<file path="src/rtl/pdo_bit_map_pack_unpack_defines.svh">
// assertion helpers for the pdo bit map block
`ifndef PDO_BIT_MAP_PACK_UNPACK_DEFINES_SVH
`define PDO_BIT_MAP_PACK_UNPACK_DEFINES_SVH

// same-cycle implication, checked out of reset
`define PDO_ASSERT_SAME(lbl, ante, cons, msg) \
    lbl: assert property (@(posedge clk) disable iff (!rst_n) (ante) |-> (cons)) \
        else $error(msg);

// next-cycle implication, checked out of reset
`define PDO_ASSERT_NEXT(lbl, ante, cons, msg) \
    lbl: assert property (@(posedge clk) disable iff (!rst_n) (ante) |=> (cons)) \
        else $error(msg);

`endif

</file>
<file path="src/rtl/pdo_bmpu_pkg.sv">
package pdo_bmpu_pkg;

    // parameter defaults
    localparam int MAX_ENTRIES_DEF = 8;
    localparam int FRAME_BITS_DEF  = 64;

    // field widths
    localparam int DATA_W    = 64;
    localparam int OFF_W     = 7;
    localparam int SIZE_W    = 8;
    localparam int CNT_W     = 4;
    localparam int ENT_W     = 3;
    localparam int KIND_W    = 2;
    localparam int LEN_W     = 4;
    localparam int CFG_IDX_W = 2;

    // result kinds
    localparam logic [KIND_W-1:0] KIND_FRAME = 2'd0;
    localparam logic [KIND_W-1:0] KIND_FIELD = 2'd1;
    localparam logic [KIND_W-1:0] KIND_ERROR = 2'd2;

    // commands
    localparam logic CMD_PACK   = 1'b0;
    localparam logic CMD_UNPACK = 1'b1;

    // register indexes
    localparam logic [CFG_IDX_W-1:0] REG_ENTRY_COUNT = 2'd0;
    localparam logic [CFG_IDX_W-1:0] REG_ENTRY_SIZES = 2'd1;

    // request to the shared field unit
    typedef struct packed {
        logic [DATA_W-1:0] data;
        logic [OFF_W-1:0]  offset;
        logic [SIZE_W-1:0] size;
        logic [OFF_W-1:0]  limit;
    } field_req_t;

    // answer of the shared field unit
    typedef struct packed {
        logic              fits;
        logic [DATA_W-1:0] extract;
        logic [DATA_W-1:0] insert;
        logic [OFF_W-1:0]  offset_next;
    } field_rsp_t;

    // size in bits of one mapping entry
    function automatic logic [SIZE_W-1:0] size_of(input logic [DATA_W-1:0] sizes,
                                                  input logic [ENT_W-1:0] idx);
        return sizes[idx*SIZE_W +: SIZE_W];
    endfunction

    // bytes covering a bit count, rounded up
    function automatic logic [LEN_W-1:0] byte_len(input logic [OFF_W-1:0] bits);
        logic [OFF_W:0] sum;
        sum = {1'b0, bits} + (OFF_W+1)'(7);
        return sum[LEN_W+2:3];
    endfunction

endpackage

</file>
<file path="src/rtl/pdo_bmpu_field_unit.sv">
module pdo_bmpu_field_unit (
    input  pdo_bmpu_pkg::field_req_t req,
    output pdo_bmpu_pkg::field_rsp_t rsp
);
    import pdo_bmpu_pkg::*;

    logic [DATA_W-1:0] mask;
    logic [OFF_W+1:0]  end_bit;
    logic [5:0]        shamt;

    // low-bits mask for the field size
    assign mask = (req.size >= SIZE_W'(DATA_W)) ? {DATA_W{1'b1}}
                : ~({DATA_W{1'b1}} << req.size[5:0]);

    // fit check against the usable frame length
    assign end_bit = {2'b00, req.offset} + {1'b0, req.size};
    assign shamt   = req.offset[5:0];

    always_comb
    begin
        rsp.fits        = (req.size != '0) && (end_bit <= {2'b00, req.limit});
        rsp.offset_next = end_bit[OFF_W-1:0];
        rsp.extract     = (req.data >> shamt) & mask;
        rsp.insert      = (req.data & mask) << shamt;
    end

endmodule

</file>
<file path="src/rtl/pdo_bit_map_pack_unpack.sv">
// pack item: accepted in idle, worked in the pack state once the output is free, result registered;
// a missing placed value gives an error result. unpack item: one field per cycle while the output
// is free, through the shared shift/mask unit; no new item is taken until the last field is out.
// a pack item that does not close its frame, or an unpack item with no entries, gives no result.
// async active-low reset clears config, control and pack state and output valid; no clearing pass.
`include "pdo_bit_map_pack_unpack_defines.svh"

module pdo_bit_map_pack_unpack #(
    parameter int MAX_ENTRIES = pdo_bmpu_pkg::MAX_ENTRIES_DEF,
    parameter int FRAME_BITS  = pdo_bmpu_pkg::FRAME_BITS_DEF
) (
    input  logic                                 clk,
    input  logic                                 rst_n,
    // configuration write channel
    input  logic                                 cfg_valid,
    output logic                                 cfg_ready,
    input  logic [pdo_bmpu_pkg::CFG_IDX_W-1:0]   cfg_index,
    input  logic [pdo_bmpu_pkg::DATA_W-1:0]      cfg_data,
    // input item channel
    input  logic                                 in_valid,
    output logic                                 in_ready,
    input  logic                                 cmd,
    input  logic [pdo_bmpu_pkg::DATA_W-1:0]      item_data,
    input  logic [pdo_bmpu_pkg::CNT_W-1:0]       rx_length,
    input  logic                                 value_missing,
    // result item channel
    output logic                                 out_valid,
    input  logic                                 out_ready,
    output logic [pdo_bmpu_pkg::KIND_W-1:0]      kind,
    output logic [pdo_bmpu_pkg::DATA_W-1:0]      result_data,
    output logic [pdo_bmpu_pkg::LEN_W-1:0]       byte_length,
    output logic [pdo_bmpu_pkg::ENT_W-1:0]       entry_number,
    output logic                                 entry_fits,
    output logic                                 last
);
    import pdo_bmpu_pkg::*;

    localparam logic [CNT_W-1:0] MAX_CNT   = CNT_W'(MAX_ENTRIES);
    localparam logic [OFF_W-1:0] FRAME_LIM = OFF_W'(FRAME_BITS);

    localparam logic [1:0] ST_IDLE   = 2'd0;
    localparam logic [1:0] ST_PACK   = 2'd1;
    localparam logic [1:0] ST_UNPACK = 2'd2;

    logic [1:0]        state_reg, state_next;
    logic [CNT_W-1:0]  entry_count_reg, entry_count_next;
    logic [DATA_W-1:0] entry_sizes_reg, entry_sizes_next;
    logic [OFF_W-1:0]  bit_offset_reg, bit_offset_next;
    logic [DATA_W-1:0] payload_acc_reg, payload_acc_next;
    logic [CNT_W-1:0]  next_entry_reg, next_entry_next;
    logic [DATA_W-1:0] data_reg, data_next;
    logic              missing_reg, missing_next;
    logic [OFF_W-1:0]  limit_reg, limit_next;
    logic [ENT_W-1:0]  ent_reg, ent_next;
    logic [OFF_W-1:0]  off_u_reg, off_u_next;
    logic              out_valid_reg, out_valid_next;
    logic [KIND_W-1:0] kind_reg;
    logic [DATA_W-1:0] result_reg;
    logic [LEN_W-1:0]  len_reg;
    logic [ENT_W-1:0]  entno_reg;
    logic              fits_reg;
    logic              last_reg;

    logic              emit;
    logic [KIND_W-1:0] emit_kind;
    logic [DATA_W-1:0] emit_data;
    logic [LEN_W-1:0]  emit_len;
    logic              emit_fits;
    logic              emit_last;

    logic              in_fire;
    logic              cfg_fire;
    logic              out_free;
    logic [CNT_W-1:0]  count_sat;
    logic [CNT_W-1:0]  rx_sat;
    logic [OFF_W-1:0]  rx_bits;
    logic [OFF_W-1:0]  rx_limit;
    logic [CNT_W-1:0]  ne_inc;
    logic [DATA_W-1:0] acc_after;
    logic [OFF_W-1:0]  off_after;
    logic              unpack_last;

    field_req_t        unit_req;
    field_rsp_t        unit_rsp;

    // handshakes
    assign cfg_ready = 1'b1;
    assign cfg_fire  = cfg_valid & cfg_ready;
    assign in_ready  = (state_reg == ST_IDLE);
    assign in_fire   = in_valid & in_ready;
    assign out_free  = !out_valid_reg || out_ready;

    // entries in use and usable frame length
    assign count_sat = (entry_count_reg > MAX_CNT) ? MAX_CNT : entry_count_reg;
    assign rx_sat    = (rx_length > CNT_W'(8)) ? CNT_W'(8) : rx_length;
    assign rx_bits   = {rx_sat, 3'b000};
    assign rx_limit  = (rx_bits > FRAME_LIM) ? FRAME_LIM : rx_bits;

    // operands of the shared field unit
    always_comb
    begin
        unit_req.data = data_reg;
        if (state_reg == ST_UNPACK)
        begin
            unit_req.offset = off_u_reg;
            unit_req.size   = size_of(entry_sizes_reg, ent_reg);
            unit_req.limit  = limit_reg;
        end
        else
        begin
            unit_req.offset = bit_offset_reg;
            unit_req.size   = size_of(entry_sizes_reg, next_entry_reg[ENT_W-1:0]);
            unit_req.limit  = FRAME_LIM;
        end
    end

    pdo_bmpu_field_unit u_field (
        .req (unit_req),
        .rsp (unit_rsp)
    );

    // pack step results
    assign ne_inc      = next_entry_reg + CNT_W'(1);
    assign acc_after   = unit_rsp.fits ? (payload_acc_reg | unit_rsp.insert) : payload_acc_reg;
    assign off_after   = unit_rsp.fits ? unit_rsp.offset_next : bit_offset_reg;
    assign unpack_last = ({1'b0, ent_reg} + CNT_W'(1)) == count_sat;

    // sequencer
    always_comb
    begin
        state_next       = state_reg;
        entry_count_next = entry_count_reg;
        entry_sizes_next = entry_sizes_reg;
        bit_offset_next  = bit_offset_reg;
        payload_acc_next = payload_acc_reg;
        next_entry_next  = next_entry_reg;
        data_next        = data_reg;
        missing_next     = missing_reg;
        limit_next       = limit_reg;
        ent_next         = ent_reg;
        off_u_next       = off_u_reg;
        out_valid_next   = out_valid_reg && !out_ready;
        emit             = 1'b0;
        emit_kind        = KIND_FRAME;
        emit_data        = '0;
        emit_len         = '0;
        emit_fits        = 1'b0;
        emit_last        = 1'b1;

        // register writes
        if (cfg_fire)
        begin
            case (cfg_index)
                REG_ENTRY_COUNT: entry_count_next = cfg_data[CNT_W-1:0];
                REG_ENTRY_SIZES: entry_sizes_next = cfg_data;
                default:         ;
            endcase
        end

        case (state_reg)
            ST_IDLE:
            begin
                if (in_fire)
                begin
                    data_next    = item_data;
                    missing_next = value_missing;
                    limit_next   = rx_limit;
                    ent_next     = '0;
                    off_u_next   = '0;
                    if (cmd == CMD_PACK)
                        state_next = ST_PACK;
                    else if (count_sat != '0)
                        state_next = ST_UNPACK;
                end
            end

            ST_PACK:
            begin
                if (out_free)
                begin
                    state_next = ST_IDLE;
                    if (count_sat == '0)
                    begin
                        // no entries: empty or pending frame closes at once
                        emit      = 1'b1;
                        emit_data = payload_acc_reg;
                        emit_len  = byte_len(bit_offset_reg);
                    end
                    else if (unit_rsp.fits && missing_reg)
                    begin
                        // placed value could not be fetched
                        emit      = 1'b1;
                        emit_kind = KIND_ERROR;
                    end
                    else if (ne_inc < count_sat)
                    begin
                        payload_acc_next = acc_after;
                        bit_offset_next  = off_after;
                        next_entry_next  = ne_inc;
                    end
                    else
                    begin
                        emit      = 1'b1;
                        emit_data = acc_after;
                        emit_len  = byte_len(off_after);
                    end
                    if (emit)
                    begin
                        payload_acc_next = '0;
                        bit_offset_next  = '0;
                        next_entry_next  = '0;
                    end
                end
            end

            ST_UNPACK:
            begin
                if (out_free)
                begin
                    // one mapping entry per cycle while the output is free
                    emit      = 1'b1;
                    emit_kind = KIND_FIELD;
                    emit_data = unit_rsp.fits ? unit_rsp.extract : '0;
                    emit_fits = unit_rsp.fits;
                    emit_last = unpack_last;
                    if (unit_rsp.fits)
                        off_u_next = unit_rsp.offset_next;
                    ent_next = ent_reg + ENT_W'(1);
                    if (unpack_last)
                        state_next = ST_IDLE;
                end
            end

            default:
            begin
                state_next = ST_IDLE;
            end
        endcase

        if (emit)
            out_valid_next = 1'b1;
    end

    // control and pack state
    always_ff @(posedge clk or negedge rst_n)
    begin
        if (!rst_n)
        begin
            state_reg       <= ST_IDLE;
            entry_count_reg <= '0;
            entry_sizes_reg <= '0;
            bit_offset_reg  <= '0;
            payload_acc_reg <= '0;
            next_entry_reg  <= '0;
            ent_reg         <= '0;
            off_u_reg       <= '0;
            out_valid_reg   <= 1'b0;
        end
        else
        begin
            state_reg       <= state_next;
            entry_count_reg <= entry_count_next;
            entry_sizes_reg <= entry_sizes_next;
            bit_offset_reg  <= bit_offset_next;
            payload_acc_reg <= payload_acc_next;
            next_entry_reg  <= next_entry_next;
            ent_reg         <= ent_next;
            off_u_reg       <= off_u_next;
            out_valid_reg   <= out_valid_next;
        end
    end

    // item and result payload
    always_ff @(posedge clk)
    begin
        data_reg    <= data_next;
        missing_reg <= missing_next;
        limit_reg   <= limit_next;
        if (emit)
        begin
            kind_reg   <= emit_kind;
            result_reg <= emit_data;
            len_reg    <= emit_len;
            entno_reg  <= (emit_kind == KIND_FIELD) ? ent_reg : '0;
            fits_reg   <= emit_fits;
            last_reg   <= emit_last;
        end
    end

    // result ports
    assign out_valid    = out_valid_reg;
    assign kind         = kind_reg;
    assign result_data  = result_reg;
    assign byte_length  = len_reg;
    assign entry_number = entno_reg;
    assign entry_fits   = fits_reg;
    assign last         = last_reg;

    // checks
    `PDO_ASSERT_SAME(a_kind_last, out_valid_reg && (kind_reg == KIND_FRAME || kind_reg == KIND_ERROR), last_reg, "frame or error result without last")
    `PDO_ASSERT_NEXT(a_unpack_done, state_reg == ST_UNPACK && out_free && unpack_last, state_reg == ST_IDLE && out_valid_reg && last_reg, "unpack did not end on its last field")
    `PDO_ASSERT_NEXT(a_pack_clear, state_reg == ST_PACK && out_free && emit, bit_offset_reg == '0 && next_entry_reg == '0 && payload_acc_reg == '0, "pack state not cleared after frame close")
    `PDO_ASSERT_SAME(a_offset_range, state_reg != ST_IDLE, bit_offset_reg <= FRAME_LIM && off_u_reg <= FRAME_LIM, "bit offset beyond frame")

endmodule
</file>
<file path="config.mk">
export PLATFORM = sky130hd
export DESIGN_NAME = pdo_bit_map_pack_unpack
export DESIGN_NICKNAME = d
export VERILOG_FILES = /design/src/rtl/pdo_bmpu_pkg.sv /design/src/rtl/pdo_bmpu_field_unit.sv /design/src/rtl/pdo_bit_map_pack_unpack.sv
export VERILOG_INCLUDE_DIRS = /design/src /design/src/rtl
export SDC_FILE = /design/constraint.sdc
export NUM_CORES = 1
export LEC_CHECK = 0
export BUFFER_PORTS_ARGS = -buffer_cell sky130_fd_sc_hd__buf_2
export CORE_MARGIN = 5
export CORE_UTILIZATION = 30
export CTS_CLUSTER_SIZE = 20
export DETAILED_ROUTE_END_ITERATION = 7
export PLACE_DENSITY = 0.52
export SLEW_MARGIN = 40
export SYNTH_ARGS = -nofsm -noshare
export SYNTH_HDL_FRONTEND = slang
export SYNTH_SLANG_ARGS = --single-unit
</file>
<file path="constraint.sdc">
create_clock -name clk -period 10.5 [get_ports clk]
set_clock_uncertainty 0.1 [all_clocks]
set_input_delay 0.525 -clock clk [delete_from_list [all_inputs] [get_ports clk]]
set_output_delay 0.525 -clock clk [all_outputs]
set_load 0.02 [all_outputs]
</file>
==> results.tsv, run 1 <==
metric	value	unit
CTS tree	built	
sequential fraction of the synthesis area	35.2	%
hold buffers post-CTS	2	
total core area	77300	um^2
initial antenna violation count	6	
Inst Count DP	3800	
WL final	125	mm
status	finished clean	
setup violators final	0	
TritonCTS Buffers	36	
TritonRoute pass-1 iters	7	
syn_area_per_cell	8.71	um^2
Required @ worst endpoint	10.62	ns
Min Hold Slack	0.0304	ns
CTS root buffer	clkbuf_16	
P&R area growth vs syn	15.6	%
HP Class	input port to register	
DP Wirelength	96.1	mm
setup_tns	0	ns
Slew @ Worst Pin	1.08	ns
share of cells above drive strength 1	19.2	%
Detail Route Antenna Nets	0	
Multi-input gate area	14400	um^2
Synth Warn #	0	
RSZ-0062 raised after global routing	false	
min cycle time layout	8.13	ns
final worst slack	2.37	ns
Fmax	0.123	GHz
nets@finish	2961	
Clock Sink Count	300	
WS Path Type	register to register	
Slew Limit Fails	0	
Data arrival, critical path	8.26	ns
Max H-tree Level	2	
crit-path max cell delay	0.56	ns
Async SR Flop Fraction	52.0	%
cells after synthesis	2685	
IO Count	219	
Max Cap Violations	0	
most frequent CP cell	buf_4	
CP max-delay cell	fa_1	
Initial Util	30.2	%
Die Span Y	289	um
global placement routability congestion	1.03	
detailed-route wire length per cell	32.4	um
Crit. End Element	register	
Main synth FF type	dfrtp_1	
cell family with most CP delay	buffers and inverters	
Buffers on Ports	217	
Worst slew margin	27.6	%
vias in the first global route	23000	
#FFs+latches synth	300	
fillcell total	8175	
Clk Latency, worst-skew pair	0.57	ns
full die area	83600	um^2
DR vias	24400	
synthesized netlist net count	2846	
Synth cell types	104	
sequential cell area	8230	um^2
CTS max path bufs	3	
Synth Cell Area	23400	um^2
EDFF count, synth	144	
Clock transition at path regs	0.06	ns
GR Util All Layers	28.7	%
final non-filler cell total	3870	
worst-path maximum fanout	32	
post-CTS setup buffers	0	
num rows	102	
worst path bufs/invs	9	
cts repair resizes	0	
Tcrit/Tclk final	77.4	%
GRT overflow	0	
largest net degree at the start of global routing	111	
pre-CTS worst setup slack	2.36	ns
Remaining DRCs	0	
final hold vios	0	
global-route wire length before repair	175	mm
drt via density	6.30	
Setup crit start kind	register	
Initial DRC Count	3345	
DIE WIDTH	289	um
-- cell usage after synthesis (10+ instances only) --
master       n  area [um^2]
nand2_1    302         1130
nor2_1     253          950
mux2i_1    243         2430
a21oi_1    233         1170
dfrtp_1    156         3900
clkbuf_1   144          541
edfxtp_1   144         4320
o21ai_0    120          601
mux2_2      80          901
nand3_1     71          355
a211oi_1    68          510
a31oi_1     60          375
o211ai_1    58          435
o22ai_1     54          338
nor3_1      52          260
buf_2       41          205
nor2b_1     29          181
buf_1       27          101
and2_1      25          156
inv_1       24         90.1
a22o_1      23          201
nor4_1      20          125
ha_1        19          238
o21a_1      19          143
a22oi_1     18          135
a21o_1      17          128
a32oi_1     17          149
nand2b_1    17          106
a311oi_1    16          140
and3_1      16          100
o221ai_1    15          131
o31ai_1     13         97.6
a32o_1      12          120
o311ai_0    12          105
o2111ai_1   11         96.3
o22a_1      11         96.3
a221oi_1    10         87.6
o211a_1     10          100
o21ai_1     10         50.1
o32ai_1     10         87.6
-- cell families after synthesis --
family,Yosys count,share of synthesized area (%)
AO/OA/AOI/OAI,936,27.7
other,1,0.0160
buffers and inverters,255,4.47
multiplexers,334,15.2
AND/OR/NAND/NOR,825,15.7
adder cells (fa/ha/maj),20,1.10
XOR/XNOR,14,0.524
flip-flops,300,35.2
-- worst register-to-register path, delay by kind of cell (launching register included) --
kind / cells / cell delay, ns
AND/OR/NAND/NOR: 6 / 1.45
flip-flops: 1 / 0.40
XOR/XNOR: 1 / 0.22
buffers and inverters: 9 / 2.66
AO/OA/AOI/OAI: 10 / 1.80
adder cells (fa/ha/maj): 3 / 1.14
-- area by class of cell --
class / instances / share of cell area (%)
inverter: 34 / 0.509
clock inverter: 21 / 0.694
timing repair buffer: 298 / 6.61
clock buffer: 43 / 3.63
tap: 1040 / 4.82
antenna: 4 / 0.0370
multi-input combinational: 2130 / 53.3
sequential: 300 / 30.4
-- worst paths after layout --
| path | from | to | slack (ns) | depth (start not counted) |
|---|---|---|---|---|
| min in group asynchronous | rst_n | entry_sizes_reg[13]$_DFFE_PN0P_ | 0.36 | 2 |
| max reg2reg | state_reg[0]$_DFFE_PN0P_ | result_data[18]$_DFFE_PP_ | 2.37 | 29 |
| max in group asynchronous | rst_n | payload_acc_reg[15]$_DFFE_PN0P_ | 8.22 | 4 |
| min | item_data[60] | data_reg[60]$_DFFE_PP_ | 0.03 | 1 |
| min reg2reg | payload_acc_reg[26]$_DFFE_PN0P_ | payload_acc_reg[26]$_DFFE_PN0P_ | 0.39 | 1 |
| max | state_reg[0]$_DFFE_PN0P_ | result_data[18]$_DFFE_PP_ | 2.37 | 29 |
-- placed cells by master (no fill, tap or decap), drive strengths merged, types with 10 or more instances in the layout --
cell type and n:
a311oi 16, clkbuf 43, nand2b 17, nor4 23, nand2 303, o2111ai 11
a21o 17, o211ai 59, o22ai 57, o32ai 11, a31oi 60, inv 36
a22oi 18, o311ai 17, dfrtp 156, o211a 10, and2 27, nor3 53
a32o 12, o22a 11, nor2 255, a21oi 235, o221ai 15, nand3 72
o21ai 130, a2111oi 12, o21a 19, a211oi 72, a32oi 20, edfxtp 144
ha 19, and3 16, a22o 23, mux2 81, mux2i 244, buf 296
o31ai 14, clkinv 12, nor2b 29, a221oi 13
-- metrics by stage --
stage / cell area, um^2 / util (%)
CTS: 27000 / 34.9
global route: 27000 / 34.9
finish: 27000 / 34.9
detailed placement: 25800 / 33.4
global placement: 25600 / 33.1
floorplan: 23400 / -
-- per-layer routing --
layer	track usage (%)	share of wire, %	up-vias
met4	13.6	5.8	2
met5	0	0.010	-
met3	7.76	11	317
met2	42.7	43	1538
li1	-	-	10500
met1	38.8	41	12000
Power of run 1 is not shown: default switching activity piles up to over one toggle a cycle in this logic, so the estimate is an artifact.
==> inputs of run 2 (changes only) <==
- ABC_AREA: default -> 1
- clock period: 10.5 -> 8.2 ns (I/O delays scaled with it)
==> run 2 against run 1 <==
Global-route usage shrank 2.7 points. Sequential share of layout area down 0.065 points. Via count up 2.8%. Worst hold slack got worse by 0.0073 ns. Non-clock buffer count rose by 87. Cell area increased by 0.21%. Utilization up 0.83 points. Die area shrank 2.3%. Critical endpoint is now result_data[14]$_DFFE_PP_. Final cell count rose by 19%.
==> results.tsv, run 2 <==
metric	value	unit
min cycle time layout	6.59	ns
TritonRoute pass-1 iters	8	
WL final	110	mm
setup violators final	0	
most frequent CP cell	a21oi_1	
global-route wire length before repair	161	mm
DR vias	25000	
share of the synthesized area in the top cell type	18.9	%
sequential cell area	8230	um^2
Max Cap Violations	0	
status	finished clean	
TritonCTS Buffers	39	
Die Span Y	286	um
cts repair resizes	0	
WS Path Type	register to register	
ANT cells	0	
Synth cell types	51	
detailed-route wire length per cell	24.0	um
worst path bufs/invs	6	
DP Wirelength	83.0	mm
Multi-input gate area	12600	um^2
HP Class	input port to register	
Max H-tree Level	2	
#FFs+latches synth	300	
sequential fraction of the synthesis area	36.0	%
Clk Latency, worst-skew pair	0.60	ns
total core area	75700	um^2
GRT overflow	0	
P&R area growth vs syn	18.6	%
Clock Sink Count	300	
full die area	81700	um^2
Commonest cells post-synth	nand2_1 (947), nand3_1 (654), o21ai_0 (271)	
initial antenna violation count	0	
CTS max path bufs	3	
fillcell total	8164	
Required @ worst endpoint	8.39	ns
Fmax	0.152	GHz
Clock transition at path regs	0.06	ns
vias in the first global route	23700	
setup_tns	0	ns
post-CTS setup buffers	0	
most frequent cell after synthesis	nand2_1	
cells after synthesis	3393	
Initial Util	30.2	%
CTS tree	built	
Data arrival, critical path	6.78	ns
GR Util All Layers	26.1	%
synthesized netlist net count	3554	
Slew @ Worst Pin	0.935	ns
global placement routability congestion	1.02	
Slew Limit Fails	0	
Worst slew margin	37.3	%
syn_area_per_cell	6.73	um^2
cell family with most CP delay	compound AO/OA/AOI/OAI gates	
drt via density	5.45	
Initial DRC Count	2922	
top cells by area, synth	edfxtp_1 (19%), dfrtp_1 (17%), nand2_1 (16%)	
CTS root buffer	clkbuf_16	
Yosys top cell by area	edfxtp_1	
most frequent cells in the layout	nand2_1 (946), nand3_1 (653), o21ai_0 (270), inv_1 (245), buf_2 (216)	
Setup crit start kind	register	
DIE WIDTH	286	um
commonest non-fill, non-tap cell in the layout	nand2_1	
crit-path max cell delay	0.61	ns
Synth Warn #	0	
nets@finish	3746	
Buffers on Ports	217	
Min Hold Slack	0.0231	ns
largest net degree at the start of global routing	97	
Crit. End Element	register	
IO Count	219	
worst-path maximum fanout	28	
Remaining DRCs	0	
Main synth FF type	dfrtp_1	
num rows	101	
final hold vios	0	
Synth Cell Area	22800	um^2
EDFF count, synth	144	
Async SR Flop Fraction	52.0	%
Tcrit/Tclk final	80.4	%
share of cells above drive strength 1	11.8	%
RSZ-0062 raised after global routing	false	
Detail Route Antenna Nets	0	
CP max-delay cell	o21ai_2	
## run 2: cell families after synthesis
group	share of synthesized area, %
compound gates	14.9
xor+xnor	0.422
fa+ha+maj	1.13
buf+inv	9.09
flops	36.0
mux	2.23
other cells	0.0164
simple gates	36.1
## run 2: worst min-delay path: cells and delay by family
kind                   cells  cell delay [ns]
buffers and inverters      1             0.08
AO/OA/AOI/OAI              1             0.12
AND/OR/NAND/NOR            1             0.05
## run 2: area by class of cell
| cell class | instances | area share [%] |
|---|---|---|
| repair buffers | 385 | 9.99 |
| well taps | 978 | 4.52 |
| clock buffers | 51 | 3.95 |
| inverters | 264 | 3.70 |
| flip-flops and latches | 300 | 30.4 |
| clock inverters | 21 | 0.845 |
| multi-input cells | 2595 | 46.6 |
## run 2: per-layer routing
metal	GRT usage, %	wire (um)
met1	34.1	45000
met2	42.7	50400
met3	3.12	8270
met4	13.0	6660
met5	0	0
## run 2: metrics by stage
step | cell area [um^2] | cells | setup slack [ns] | utilization (%)
2_1_floorplan | 22800 | 3393 | 0.282 | -
3_3_place_gp | 24500 | 4395 | 1.73 | 32.3
3_5_place_dp | 24500 | 4395 | 1.62 | 32.4
4_1_cts | 27100 | 4594 | 1.59 | 35.8
5_1_grt | 27100 | 4594 | 1.07 | 35.8
6_report | 27100 | 4594 | 1.61 | 35.8
## run 2: what timing repair did
action | in CTS | in global routing
hold buffers | 127 | 0
endpoints found under the hold margin | 179 | 0
setup endpoints to repair | 0 | 0
## run 2: path summary, 6_finish.rpt
path                                                start                              end  slack, ns  cells after the start
setup / recovery                 state_reg[0]$_DFFE_PN0P_        result_data[14]$_DFFE_PP_       1.61                     28
hold / removal                               cfg_data[23]  entry_sizes_reg[23]$_DFFE_PN0P_       0.02                      3
setup reg to reg                 state_reg[0]$_DFFE_PN0P_        result_data[14]$_DFFE_PP_       1.61                     28
hold reg to reg            entry_sizes_reg[1]$_DFFE_PN0P_   entry_sizes_reg[1]$_DFFE_PN0P_       0.38                      2
max in group asynchronous                           rst_n  entry_sizes_reg[58]$_DFFE_PN0P_       6.64                      3
min in group asynchronous                           rst_n              out_valid$_DFF_PN0_       0.28                      2
Power of run 2 is left out for the same reason.
